**src/sv/tpp_pkg.sv**
```systemverilog
// ----------------------------------------------------------------------------
// tpp_pkg: shared types and constants for the timer period/prescale calculator
// Holds field widths, divider sizing, FSM state encoding and the command and
// status groups that pass between controller and datapath.
// ----------------------------------------------------------------------------
package tpp_pkg;

  localparam int CLOCK_W     = 27;
  localparam int FREQ_W      = 24;
  localparam int PERIOD_BITS = 16;
  localparam int FRAC_BITS   = 8;
  localparam int CODE_W      = 3;

  // numerator is 2 * clock_hz * 2^FRAC_BITS
  localparam int NUM_W = CLOCK_W + 1 + FRAC_BITS;
  localparam int CNT_W = $clog2(NUM_W);
  localparam int EXP_W = 4;

  localparam logic [CLOCK_W-1:0]     CLOCK_RESET = CLOCK_W'(30000000);
  localparam logic [PERIOD_BITS-1:0] PERIOD_MAX  = {PERIOD_BITS{1'b1}};
  localparam logic [PERIOD_BITS-1:0] PERIOD_HALF = PERIOD_MAX >> 1;
  localparam logic [EXP_W-1:0]       EXP_MAX     = EXP_W'(8);
  localparam logic [EXP_W-1:0]       EXP_NONE    = EXP_W'(7);
  localparam logic [EXP_W-1:0]       EXP_LOWER   = EXP_W'(6);
  localparam logic [CODE_W-1:0]      CODE_DIV256 = 3'b111;

  typedef enum logic [2:0] {
    ST_IDLE,
    ST_DIV,
    ST_SCALE,
    ST_STRIP,
    ST_HOLD
  } state_t;

  typedef struct packed {
    logic load;
    logic div_step;
    logic scale_step;
    logic strip_step;
    logic oor_set;
    logic out_load;
  } ctl_cmd_t;

  typedef struct packed {
    logic den_zero;
    logic div_last;
    logic over;
    logic exp_at_max;
    logic strip_go;
  } dp_stat_t;

endpackage

```
**src/sv/timer_period_prescale_calc.sv**
```systemverilog
// ----------------------------------------------------------------------------
// timer_period_prescale_calc: timer prescale code and period from a frequency
// A zero frequency skips straight to hold; otherwise the 36-step bit-serial
//   divider runs, then scale and strip shifts (they share the exponent, at most
//   8 in all). One transaction at a time: a new frequency is taken only once
//   the previous result has been loaded into the output register.
// Reset: synchronous, active high; clock_hz returns to 30 MHz, no result held.
// ----------------------------------------------------------------------------
module timer_period_prescale_calc (
  input  logic                            clk,
  input  logic                            rst,
  input  logic                            cfg_we,
  input  logic [tpp_pkg::CLOCK_W-1:0]     cfg_wdata,
  input  logic                            in_valid,
  output logic                            in_stall,
  input  logic [tpp_pkg::FREQ_W-1:0]      freq_q8,
  output logic                            out_valid,
  input  logic                            out_stall,
  output logic [tpp_pkg::CODE_W-1:0]      prescale_code,
  output logic [tpp_pkg::PERIOD_BITS-1:0] period,
  output logic                            out_of_range
);
  import tpp_pkg::*;

  // Flow of one transaction:
  //   accept   - capture the frequency and load 2*clock_hz*256 as numerator
  //   divide   - one quotient bit per cycle, remainder kept for the fraction
  //   scale    - halve while the exact quotient exceeds the period maximum,
  //              counting the prescale exponent; passing 8 saturates
  //   strip    - drop trailing zeros of the period while exponent is below 8
  //   hold     - wait for the result register to free up, then load it
  // The output register decouples the sink: a result waiting under stall
  // does not block the sequencer until the next result is ready to load.

  ctl_cmd_t cmd;
  dp_stat_t stat;

  tpp_ctrl u_ctrl (
    .clk       (clk),
    .rst       (rst),
    .in_valid  (in_valid),
    .in_stall  (in_stall),
    .out_valid (out_valid),
    .out_stall (out_stall),
    .stat      (stat),
    .cmd       (cmd)
  );

  tpp_datapath u_datapath (
    .clk           (clk),
    .rst           (rst),
    .cfg_we        (cfg_we),
    .cfg_wdata     (cfg_wdata),
    .freq_q8       (freq_q8),
    .cmd           (cmd),
    .stat          (stat),
    .prescale_code (prescale_code),
    .period        (period),
    .out_of_range  (out_of_range)
  );

endmodule

```
**src/sv/tpp_ctrl.sv**
```systemverilog
// ----------------------------------------------------------------------------
// tpp_ctrl: sequencer for the timer period/prescale calculator
// Steps the datapath through division, range scaling and zero stripping,
// then hands the result to the output register.
// ----------------------------------------------------------------------------
module tpp_ctrl (
  input  logic              clk,
  input  logic              rst,
  input  logic              in_valid,
  output logic              in_stall,
  output logic              out_valid,
  input  logic              out_stall,
  input  tpp_pkg::dp_stat_t stat,
  output tpp_pkg::ctl_cmd_t cmd
);
  import tpp_pkg::*;

  state_t state;
  state_t state_next;

  always_ff @(posedge clk) begin
    if (rst) begin
      state <= ST_IDLE;
    end else begin
      state <= state_next;
    end
  end

  always_ff @(posedge clk) begin
    if (rst) begin
      out_valid <= 1'b0;
    end else if (cmd.out_load) begin
      out_valid <= 1'b1;
    end else if (!out_stall) begin
      out_valid <= 1'b0;
    end
  end

  assign in_stall = (state != ST_IDLE);

  always_comb begin
    state_next = state;
    cmd        = '0;
    case (state)
      ST_IDLE: begin
        if (in_valid) begin
          cmd.load   = 1'b1;
          state_next = stat.den_zero ? ST_HOLD : ST_DIV;
        end
      end
      ST_DIV: begin
        cmd.div_step = 1'b1;
        if (stat.div_last) begin
          state_next = ST_SCALE;
        end
      end
      ST_SCALE: begin
        if (!stat.over) begin
          state_next = ST_STRIP;
        end else if (stat.exp_at_max) begin
          // one more halving would pass divide-by-256: saturate
          cmd.oor_set = 1'b1;
          state_next  = ST_HOLD;
        end else begin
          cmd.scale_step = 1'b1;
        end
      end
      ST_STRIP: begin
        if (stat.strip_go) begin
          cmd.strip_step = 1'b1;
        end else begin
          state_next = ST_HOLD;
        end
      end
      ST_HOLD: begin
        if (!out_valid || !out_stall) begin
          cmd.out_load = 1'b1;
          state_next   = ST_IDLE;
        end
      end
      default: begin
        state_next = ST_IDLE;
      end
    endcase
  end

endmodule

```
**src/sv/tpp_datapath.sv**
```systemverilog
// ----------------------------------------------------------------------------
// tpp_datapath: arithmetic for the timer period/prescale calculator
// Bit-serial restoring divider, exponent scaling shifter, trailing-zero
// stripper, clock register and result register.
// ----------------------------------------------------------------------------
module tpp_datapath (
  input  logic                               clk,
  input  logic                               rst,
  input  logic                               cfg_we,
  input  logic [tpp_pkg::CLOCK_W-1:0]        cfg_wdata,
  input  logic [tpp_pkg::FREQ_W-1:0]         freq_q8,
  input  tpp_pkg::ctl_cmd_t                  cmd,
  output tpp_pkg::dp_stat_t                  stat,
  output logic [tpp_pkg::CODE_W-1:0]         prescale_code,
  output logic [tpp_pkg::PERIOD_BITS-1:0]    period,
  output logic                               out_of_range
);
  import tpp_pkg::*;

  logic [CLOCK_W-1:0]     clock_hz;
  logic [FREQ_W-1:0]      den;
  logic [FREQ_W-1:0]      rem;
  logic [NUM_W-1:0]       w;
  logic [CNT_W-1:0]       cnt;
  logic [EXP_W-1:0]       expo;
  logic                   sticky;
  logic                   oor;

  logic [FREQ_W:0]        trial;
  logic [FREQ_W:0]        diff;
  logic                   qbit;
  logic                   frac;
  logic [CODE_W-1:0]      code_res;
  logic [PERIOD_BITS-1:0] period_res;

  always_ff @(posedge clk) begin
    if (rst) begin
      clock_hz <= CLOCK_RESET;
    end else if (cfg_we) begin
      clock_hz <= cfg_wdata;
    end
  end

  // restoring divider step: shift in next numerator bit, subtract if it fits
  assign trial = {rem, w[NUM_W-1]};
  assign diff  = trial - {1'b0, den};
  assign qbit  = !diff[FREQ_W];

  // fraction below the current whole part: shifted-out bits or remainder
  assign frac = sticky || (rem != '0);

  assign stat.den_zero   = (freq_q8 == '0);
  assign stat.div_last   = (cnt == CNT_W'(NUM_W - 1));
  assign stat.over       = (w[NUM_W-1:PERIOD_BITS] != '0) ||
                           ((w[PERIOD_BITS-1:0] == PERIOD_MAX) && frac);
  assign stat.exp_at_max = (expo == EXP_MAX);
  assign stat.strip_go   = !w[0] && (expo < EXP_MAX);

  always_ff @(posedge clk) begin
    if (cmd.load) begin
      den    <= freq_q8;
      rem    <= '0;
      w      <= {clock_hz, 1'b0, {FRAC_BITS{1'b0}}};
      cnt    <= '0;
      expo   <= '0;
      sticky <= 1'b0;
    end else if (cmd.div_step) begin
      rem <= qbit ? diff[FREQ_W-1:0] : trial[FREQ_W-1:0];
      w   <= {w[NUM_W-2:0], qbit};
      cnt <= cnt + 1'b1;
    end else if (cmd.scale_step || cmd.strip_step) begin
      w      <= w >> 1;
      expo   <= expo + 1'b1;
      sticky <= sticky | w[0];
    end
  end

  always_ff @(posedge clk) begin
    if (cmd.load) begin
      oor <= (freq_q8 == '0);
    end else if (cmd.oor_set) begin
      oor <= 1'b1;
    end
  end

  // there is no divide-by-128: move to 64 or 256 depending on headroom
  always_comb begin
    if (oor) begin
      code_res   = CODE_DIV256;
      period_res = PERIOD_MAX;
    end else if (expo == EXP_NONE) begin
      if (w[PERIOD_BITS-1:0] > PERIOD_HALF) begin
        code_res   = CODE_DIV256;
        period_res = w[PERIOD_BITS-1:0] >> 1;
      end else begin
        code_res   = CODE_W'(EXP_LOWER);
        period_res = {w[PERIOD_BITS-2:0], 1'b0};
      end
    end else if (expo == EXP_MAX) begin
      code_res   = CODE_DIV256;
      period_res = w[PERIOD_BITS-1:0];
    end else begin
      code_res   = expo[CODE_W-1:0];
      period_res = w[PERIOD_BITS-1:0];
    end
  end

  always_ff @(posedge clk) begin
    if (cmd.out_load) begin
      prescale_code <= code_res;
      period        <= period_res;
      out_of_range  <= oor;
    end
  end

endmodule
```
**config.mk**
```make
export PLATFORM = sky130hd
export DESIGN_NAME = timer_period_prescale_calc
export DESIGN_NICKNAME = d
export VERILOG_FILES = /design/src/sv/tpp_pkg.sv /design/src/sv/timer_period_prescale_calc.sv /design/src/sv/tpp_ctrl.sv /design/src/sv/tpp_datapath.sv
export SDC_FILE = /design/constraint.sdc
export NUM_CORES = 1
export LEC_CHECK = 0
export BUFFER_PORTS_ARGS = -buffer_cell sky130_fd_sc_hd__buf_2
export CORE_ASPECT_RATIO = 1.2
export CORE_MARGIN = 1.5
export CORE_UTILIZATION = 51
export CTS_CLUSTER_DIAMETER = 30
export DETAILED_ROUTE_END_ITERATION = 7
export GPL_TIMING_DRIVEN = 0
export PLACE_DENSITY = 0.7
export SLEW_MARGIN = 20
export SYNTH_ARGS = -nofsm -noshare
export SYNTH_HDL_FRONTEND = slang
export SYNTH_SLANG_ARGS = --single-unit
export TNS_END_PERCENT = 30
```
**constraint.sdc**
```tcl
create_clock -name clk -period 3.3 [get_ports clk]
set_input_delay 0.495 -clock clk [delete_from_list [all_inputs] [get_ports clk]]
set_output_delay 0.495 -clock clk [all_outputs]
set_load 0.02 [all_outputs]
```
# [Yosys cells after proc, flatten, opt, wreduce, memory -nomap -nowiden]
# Cells that the tools add are included.
# W data, S select, Z words.
[op_classes] n_bitwise=2 n_addsub=3 reduce_logical=20 eq_ne=14 mux=34 magnitude_cmp=2
[ops] cell="$mux W36" count=3
[ops] cell="$mux W16" count=2
[ops] cell="$mux W3" count=9
[ops] cell="$sub A25 B24 Y25" count=1
[ops] cell="$logic_not A24 Y1" count=1
[ops] cell="$mux W24" count=1
[ops] cell="$reduce_bool A24 Y1" count=1
[ops] cell="$reduce_bool A20 Y1" count=1
[ops] cell="$mux W1" count=18
[ops] cell="$eq A16 B16 Y1 const B" count=1
[ops] cell="$gt A16 B15 Y1 const B" count=1
[ops] cell="$pmux W3 S5" count=1
[ops] cell="$add A6 B1 Y6 const B" count=1
[ops] cell="$eq A3 B2 Y1 const B" count=2
[ops] cell="$eq A6 B6 Y1 const B" count=1
[ops] cell="$ne A2 B2 Y1 const B" count=3
[ops] cell="$reduce_bool A3 Y1" count=2
[ops] cell="$reduce_and A5 Y1" count=1
[ops] cell="$add A4 B1 Y4 const B" count=1
[ops] cell="$eq A4 B3 Y1 const B" count=1
[ops] cell="$eq A4 B4 Y1 const B" count=1
[ops] cell="$logic_not A1 Y1" count=4
[ops] cell="$logic_or A1 B1 Y1" count=4
[ops] cell="$lt A4 B4 Y1 const B" count=1
[ops] cell="other kinds (10)" count=13
[word_totals] wordCells=89 output_inout_bits=22 register_bits=147

# [Logic depth before layout (Yosys ltp)]
[logic_depth] depth_word=10 depth_mapped=13

# [Hierarchy]
# From an unflattened synthesis, not the netlist that was laid out.
[unflattened] hier_cells=837 hier_area_um2=8056.5
[modules_own_cells] mod="tpp_datapath" seq_area_each_um2=3583.4 area_per_inst_um2=7732.4 cells_each=792 instances=1
[modules_own_cells] mod="tpp_ctrl" seq_area_each_um2=80.1 area_per_inst_um2=324.1 cells_each=45 instances=1

# [Worst setup path before layout]
# OpenSTA, ideal clock, no wires.
[synth_path] path_type="register -> register" from="register u_datapath.w[35]" to="register u_datapath.rem[15]" setup_time_ns=0.086 synth_period_minus_slack_ns=2.789 setup_slack_ns=0.511 arrival_time_ns=2.703 stages_incl_launch_ff=14 cell_sequence="edfxtp_1 inv_1 ha_1 inv_1 fa_1 a211oi_2 o211a_4 o41ai_4 o211a_1 nor3_2 nor2_8 buf_8 mux2i_1 a211oi_1"
[synth_between] elab_chain_cells=2
[synth_lines] item="from (decl)" line="tpp_datapath.sv:23" source="logic [NUM_W-1:0] w;"
[synth_lines] item="from (signal assigned)" line="tpp_datapath.sv:63" source="w <= {clock_hz, 1'b0, {FRAC_BITS{1'b0}}};"
[synth_lines] item="from (signal assigned)" line="tpp_datapath.sv:69" source="w <= {w[NUM_W-2:0], qbit};"
[synth_lines] item="from (signal assigned)" line="tpp_datapath.sv:72" source="w <= w >> 1;"
[synth_lines] item="$sub A25 B24 Y25" line="tpp_datapath.sv:46" source="assign diff = trial - {1'b0, den};"
[synth_lines] item="$mux W24" line="tpp_datapath.sv:68" source="rem <= qbit ? diff[FREQ_W-1:0] : trial[FREQ_W-1:0];"
[synth_lines] item="to (signal assigned)" line="tpp_datapath.sv:68"
[synth_lines] item="to (decl)" line="tpp_datapath.sv:22" source="logic [FREQ_W-1:0] rem;"
# No other way between the ends.
# A chain may end at the register's enable or synchronous reset.

# [Final worst setup path]
[layout_path] from="register u_datapath.w[35]" to="register u_datapath.rem[14]"
# Same word-level chain as after synthesis.

==> run_results.csv <==
group,metric,value,unit
run_status,status,"completed",
logic_synthesis,synthAdderAreaFrac,4.59,%
critical_path,crit_end,"u_datapath.rem[14]",
critical_path,crit_path_max_incr_delay,0.47,ns
placement,place_area,0.00845,sq mm
finish,multi_input_area,0.00382,sq mm
timing,setup_viol,0,
worst_hold_path,hp-class,"in -> reg",
logic_synthesis,yosysSeqAreaShare,47.0,%
logic_synthesis,ys_seq_elements,147,
route,vias_per_cell,5.72,
logic_synthesis,synth-edff-count,72,
logic_synthesis,ys_types,66,
clock_tree,path_clk_slew,0.06,ns
grt,grt_max_degree,34,
power_and_ir_drop,fin_total_pwr,7.56,mW
logic_synthesis,synth_compound_area_share,17.8,%
placement,dp_hpwl,13600,um
logic_synthesis,synth.area.mux_share,5.91,%
finish,num-nets-final,1003,
grt,antenna_found_initial,0,
power_and_ir_drop,max-vdd-ir-drop,0.431,mV
floorplanning,die_y,138,um
finish,fill_cells,1356,
route,first_iter_violations,485,
finish,area_growth,16.3,%
logic_synthesis,synth-simple-area-share,17.3,%
power_and_ir_drop,leakagePower,3.71,nW
critical_path,arrival,3.50,ns
finish,mostFrequentLayoutCell,"nor2_1",
logic_synthesis,synth_top_family_by_area,"compound AO/OA/AOI/OAI gates",
power_and_ir_drop,power.density,833,mW/mm^2
timing,setup-tns-final,0,ns
clock_tree,cts.path.max_buffers,2,
finish,final_cell_mix,"nor2_1, nand2_1, buf_2",
logic_synthesis,synthArstFlopShare,0,%
grt,grt_pass1_vias,6097,
clock_tree,cts-root-buf,"clkbuf_16",
timing,fin_ws,0.152,ns
critical_path,cp_slowest_cell,"edfxtp_1",
clock_tree,htree_levels,4,
critical_path,worstReg2RegEnd,"u_datapath.rem[14]",
critical_path,path_class,"reg -> reg",
finish,drive_above_1_share,13.2,%
route,drtAntennaViolNets,0,
floorplanning,io_pins,78,
clock_tree,cts-buffers-inserted,17,
logic_synthesis,synth-warning-count,0,
timing,min_period,3.15,ns
logic_synthesis,post_synth.cell_area_avg,9.47,sq um
floorplanning,die_w,116,um
placement,port_buffers,76,
timing,finalMaxSlewViolations,0,
critical_path,timing.rr.start,"u_datapath.w[35]",
critical_path,crit_required,3.65,ns
route,wirelength,18600,um
clock_tree,cts_tree,"yes",
critical_path,crit_path_cell_trace,"inv_2 -> ha_1 -> inv_1 -> fa_1 -> a211oi_2 -> o211a_4 -> o41ai_4 -> o211a_1 -> nor3_4 -> nor2_8 -> buf_8 -> mux2i_1 -> a211oi_1",
finish,antenna_cells,0,
finish,regArea,0.00366,sq mm
critical_path,start_kind,"flop",
critical_path,reg2reg_depth,13,
clock_tree,clock_latency,0.44,ns
route,drc_errors,0,
placement,gp_congestion,0.935,
clock_tree,numClockSinks,147,
floorplanning,start_util,52.1,%
route,vias,6497,
timing,whs,0.247,ns
logic_synthesis,synth_flop_cell,"dfxtp_1",
floorplanning,num_rows,49,
floorplanning,design.core.area,0.0150,sq mm
route,wire_per_inst,16.4,um
timing,slew_headroom,49.6,%
route,dr.pass1.iters,7,
timing,period_share,95.4,%
finish,design_area,0.00906,sq mm
critical_path,cp_max_fo,10,
timing,fin_skew,0.0109,ns
clock_tree,ctsHoldBuffers,0,
logic_synthesis,synth_fp_nets,907,
grt,grt_pass1_wl,30000,um
logic_synthesis,synthXorXnorAreaFrac,3.15,%
grt,gr-total-overflow,0,
grt,track_usage,24.0,%
critical_path,cp-startpoint,"u_datapath.w[35]",
timing,tightestPinTransition,0.755,ns
critical_path,end_kind,"flop",
placement,place_ws,-0.288,ns
timing,rsz0062_at_grt,"no",
timing,hold_violations,0,
clock_tree,post_cts_buffers,0,
timing,max_freq,318,MHz
logic_synthesis,syn_area,0.00779,sq mm
floorplanning,fp.dieArea,0.0160,sq mm
logic_synthesis,synthCells,823,
flow_run,drv_cap,0,
critical_path,reg2reg_slack,0.15,ns
worst_hold_path,hold_depth,1,
## metrics by stage
step / cells / util (%)
finish: 1136 / 60.6
global route: 1136 / 60.6
CTS: 1136 / 60.5
detailed placement: 1104 / 56.5
global placement: 1103 / 56.4
floorplan: 823 / -
## where the power goes
group | internal [mW] | switching, mW
sequential | 2.39 | 0.405
combinational | 1.16 | 1.67
clock | 1.17 | 0.769
## worst min path at each step
stage                            startpoint                      end
after detailed placement     u_datapath.oor  u_datapath.out_of_range
after CTS                       freq_q8[20]       u_datapath.den[20]
after floorplan              u_datapath.oor  u_datapath.out_of_range
after global placement    u_datapath.cnt[1]        u_datapath.cnt[1]
after global routing            freq_q8[14]       u_datapath.den[14]
final                           freq_q8[20]       u_datapath.den[20]
## logic make-up (layout without fill, tap and decap cells)
family | count (synthesis) | in the layout
buffers and inverters | 83 | 192
xor gates and xnor gates | 28 | 28
adders and majority gates | 28 | 28
and+or+nand+nor | 290 | 290
muxes | 46 | 46
DFF | 147 | 147
AOI/OAI and AO/OA | 201 | 201
## cell usage after synthesis, types with 16 or more instances
library cell  instances  share of area [%]
a211o_1              26                2.9
a21oi_1              47                3.0
a31oi_1              26                2.1
clkbuf_1             40                1.9
dfxtp_1              75                 19
edfxtp_1             72                 28
ha_1                 27                4.3
inv_1                36                1.7
mux2i_1              46                5.9
nand2_1              89                4.3
nand3_1              16                1.0
nor2_1              106                5.1
nor4_1               17                1.4
o21ai_0              23                1.5
## layer usage
layer / vias to the layer above / track usage (%) / part of all wire [%] / wire length [um]
met5: - / 0 / 0 / 0
met4: 0 / 9.24 / 2.2 / 400
met3: 32 / 4.82 / 4.1 / 765
met2: 164 / 41.6 / 51 / 9500
met1: 3103 / 28.8 / 43 / 7920
li1: 3198 / - / - / -
## final cells by class
class                   instances  area share (%)
multi-input cells             593            42.2
flip-flops and latches        147            40.4
clock buffers                  21            5.56
repair buffers                 77            4.32
well taps                     204            2.82
plain buffers                  47            2.18
inverters                      36            1.49
clock inverters                11            1.06
## registers in the layout, summed over array words and instances, names as in the netlist
name                      flops
u_datapath.cnt                6
u_datapath.sticky             1
u_datapath.prescale_code      3
u_datapath.w                 36
u_datapath.period            16
u_datapath.expo               4
u_datapath.den               24
u_ctrl.state                  3
u_datapath.clock_hz          27
u_datapath.rem               24
u_datapath.out_of_range       1
u_ctrl.out_valid              1
u_datapath.oor                1
## worst max-delay path, delay by kind of cell, from the launching register on
kind | cells | cell delay, ns
DFF | 1 | 0.47
muxes | 1 | 0.12
and+or+nand+nor | 2 | 0.37
adders and majority gates | 2 | 0.61
buffers and inverters | 3 | 0.34
AOI/OAI and AO/OA | 5 | 1.14
## timing repair
action | in CTS | in global routing
setup endpoints to repair | 27 | 44
gates resized for setup | 1 | 4
pin swaps | 0 | 1
(Power assumes the default switching activity.)
